### src/rtl/tpsa_stack_ram.sv
// free stack storage: one write port, one registered read port
module tpsa_stack_ram #(
	parameter int DEPTH = 256,
	parameter int WIDTH = 8
) (
	input  logic                     clk,
	input  logic                     wr_en,
	input  logic [$clog2(DEPTH)-1:0] wr_addr,
	input  logic [WIDTH-1:0]         wr_data,
	input  logic                     rd_en,
	input  logic [$clog2(DEPTH)-1:0] rd_addr,
	output logic [WIDTH-1:0]         rd_data
);

	logic [WIDTH-1:0] mem [DEPTH];

	always_ff @(posedge clk) begin
		if (wr_en) begin
			mem[wr_addr] <= wr_data;
		end
	end

	always_ff @(posedge clk) begin
		if (rd_en) begin
			rd_data <= mem[rd_addr];
		end
	end

endmodule

### config.mk
export PLATFORM = sky130hd
export DESIGN_NAME = tpsa_stack_ram
export DESIGN_NICKNAME = d
export VERILOG_FILES = /design/src/rtl/tpsa_stack_ram.sv
export SDC_FILE = /design/constraint.sdc
export NUM_CORES = 2
export LEC_CHECK = 0
export ABC_AREA = 1
export BUFFER_PORTS_ARGS = -buffer_cell sky130_fd_sc_hd__buf_2
export CELL_PAD_IN_SITES_DETAIL_PLACEMENT = 1
export CELL_PAD_IN_SITES_GLOBAL_PLACEMENT = 1
export CORE_MARGIN = 2
export CORE_UTILIZATION = 25
export DETAILED_ROUTE_END_ITERATION = 8
export GPL_TIMING_DRIVEN = 0
export PLACE_DENSITY_LB_ADDON = 0.05
export SKIP_LAST_GASP = 1
export SYNTH_ARGS = -nofsm -noshare
export SYNTH_HDL_FRONTEND = slang
export SYNTH_SLANG_ARGS = --single-unit
### constraint.sdc
create_clock -name clk -period 3.7 [get_ports clk]
set_clock_uncertainty 0.1 [all_clocks]
set_input_delay 0.555 -clock clk [delete_from_list [all_inputs] [get_ports clk]]
set_output_delay 0.555 -clock clk [all_outputs]
set_load 0.03 [all_outputs]
==> key figures <==
Outcome
  – Status: complete, but fails checks
  – Failing checks: capacitance limit, slew limit, setup timing

Setup path
  – Nature of the critical path endpoint: flop
  – Req. time, crit path: 4.17 ns
  – CP Max Fanout: 10
  – Arrival time at the worst endpoint: 4.40 ns
  – Setup crit start: rd_addr[1]
  – Worst reg2reg path depth: 10
  – Critical path startpoint category: input pin
  – Worst setup path endpoint: rd_data[5]
  – CP Class: in2reg
  – Reg-to-reg setup timing slack: slightly below 0.9 ns
  – Reg2reg end: rd_data[5]
  – R2r startpoint: mem[235][5]

Floorplanning
  – Starting density of the core: 0.251
  – Die height: 582 um
  – Chip width: about 580 um
  – Core area: 333,000 um^2
  – Row count: ~210
  – Die ar.: 339,000 um^2
  – IO Count: 35

Yosys
  – Post-Synth XOR/XNOR Area: 0
  – Top-area cell type share of the netlist area: 0.740
  – Most frequent cell after synthesis: nand2_1
  – Yosys warning total: 0
  – Post-synth cell types: 13
  – Main combinational cell family by area after synthesis: simple AND/OR/NAND/NOR gates
  – Syn Nets: 7,030
  – #FFs+latches synth: 2,056
  – Top cells by count, synth: nand2_1, edfxtp_1, nand3_1
  – Synth top area cells: edfxtp_1, nand3_1, nand2_1, buf_2, nor2_1
  – Main synth FF type: edfxtp_1
  – Post-Synth Simple-Gate Area: 0.229
  – Ys async rst share: 0
  – Area leader, netlist: edfxtp_1
  – Syn_area_per_cell: 11.9 um^2
  – Mapped Area: approximately 83,000 um^2
  – Synth Area in Adders: 0
  – Syn Inst Count: 7,003
  – Synth Area in Compound Gates: 0
  – Post-synthesis sequential area ratio: 0.740
  – Number of synthesized flops with an enable pin: 2,056
  – Mux share of post-synthesis cell area: 0

Clock tree
  – H-tree depth: 5
  – TritonCTS Buffers: ~260
  – Sink Count: 2,056
  – Clk Tree Root Cell: clkbuf_16
  – CTS max path bufs: 4
  – CTS tree: yes
  – Worst-path clk slew: 0.05 ns
  – Setup bufs post-CTS: 0
  – Clk_lat worst skew: 0.94 ns

Routing
  – 1st-iter DRT viols: 6,075
  – Post-Route WL: 458,000 um
  – Initial DRT Pass Iterations: 5
  – DR WL/cell: 38.2 um
  – DRC errors left: 0
  – Vias: 60.4k
  – Antenna viol nets, final: 0
  – Via density: 5.05

GRT
  – Total grt overflow: 0
  – Vias in the first global route: 59.8k
  – Initial antenna violation count: 50
  – Total Routing Usage GR: 0.266
  – Pin count of the biggest net entering global routing: 132
  – First-pass GRT wire length: roughly 600,000 um

Placement
  – DP HPWL: roughly 320,000 um
  – Port buffer count: 27
  – Routability Congestion: 0.894

Finish
  – Area grow syn2layout: 18.8%
  – Fill cells: 36.1k
  – Share of cells above drive strength 1: 0.117
  – Fin nets: 7,408

STA
  – Setup violators final: 7
  – Unrepaired setup endpoints after global routing: no
  – Final period util: 1.06
  – Final Worst Setup Slack: -0.231 ns
  – Worst hold margin: 0.0554 ns
  – Final Hold Fails: 0
  – Minimum clock period after layout: 3.93 ns
  – Slew headroom: -0.0679
  – Slew Limit Fails: 33
  – Fmax: 254 MHz
  – Slew @ Worst Pin: approximately 1.6 ns

Power
  – Leak: between 30 and 40 nW
  – Pwr Total: ~55 mW
  – Pwr dens: between 500 and 600 nW/um^2
  – Worst vdd ir: approximately 0.00035 V

Hold path
  – Min-delay src: wr_data[3]
  – Hold Crit Class: in2reg

Job
  – Max Cap Viol: 6
## worst max-delay path, cell delays in order
cell and delay (ns):
buf_4 0.32, buf_2 0.68, buf_2 0.73, nand3_1 0.23, nand3_1 0.15, nand3_1 0.13, nand3_1 0.20, nand3_1 0.30
nand3_1 0.58, nand2_1 0.12, nand2_1 0.09, nand2_1 0.24
## report_power, final
group,switching (mW),internal [mW],total [mW]
registers,0.0150,25.7,25.7
logic,3.55,0.799,4.35
clock network,10.6,14.3,24.9
## through the flow
stage          instances  instance area, um^2  setup WS (ns)  utilization  TNS (ns)
2_1_floorplan       7003                83500           1.55            -         0
3_3_place_gp       11400                89100          -3.04        0.268  -5762.71
3_5_place_dp       11500                91000          -1.28        0.273    -24.11
4_1_cts            12000                99100        0.00290        0.298         0
5_1_grt            12000                99100         0.0165        0.298         0
6_report           12000                99100         -0.231        0.298    -0.664
## routing by layer
metal  global-route usage  up-vias  wire length, um
li1                     -    25700                -
met2                0.430     1909           212000
met5                    0        -               30
met3               0.0353      561            23000
met4               0.0984        4            18900
met1                0.361    32200           204000
## sequential cells by signal (all words and copies together), names as in the netlist
register	count
mem	2048
rd_data	8
## timing repair
item                                   CTS  global route
endpoints found under the hold margin   51             0
cloned                                   0             0
hold buffers                             6             0
gates resized for setup                 12             7
setup endpoints to repair                8             6
## cell type report
class | instances | area (um^2) | share of cell area
inverters | 39 | 149 | 0.00150
diodes | 14 | 35.0 | 0.000353
well taps | 4387 | 5490 | 0.0554
repair buffers | 112 | 1920 | 0.0194
multi-input cells | 4425 | 19300 | 0.194
clock inverters | 118 | 846 | 0.00853
clock buffers | 343 | 7160 | 0.0722
plain buffers | 483 | 2540 | 0.0257
flip-flops and latches | 2056 | 61700 | 0.623
## placed cells by master, fill, tap and decap left out, drive strengths merged
cell,synthesis,layout
edfxtp,2056,2056
diode,0,14
clkinvlp,0,2
inv,39,50
clkdlybuf4s15,0,2
dlygate4sd3,0,6
nand2,2123,2123
bufinv,0,9
clkbuf,112,454
clkinv,0,96
nand3,2019,2019
nor2,283,283
buf,371,476
## cells by family (layout without fill, tap and decap cells)
logic type | Yosys count | count (layout)
other | 0 | 14
DFF | 2056 | 2056
and+or+nand+nor | 4425 | 4425
buffers and inverters | 522 | 1095
## worst min-delay path by stage
stage                   to  slack [ns]  depth (start not counted)
3_3_place_gp    rd_data[5]        0.80                          1
6_report       mem[220][3]        0.06                          1
4_1_cts        mem[108][3]        0.02                          1
5_1_grt        mem[220][3]        0.07                          1
2_1_floorplan    mem[0][0]        0.55                          0
3_5_place_dp    rd_data[6]        0.81                          1
(Power assumes the default switching activity.)
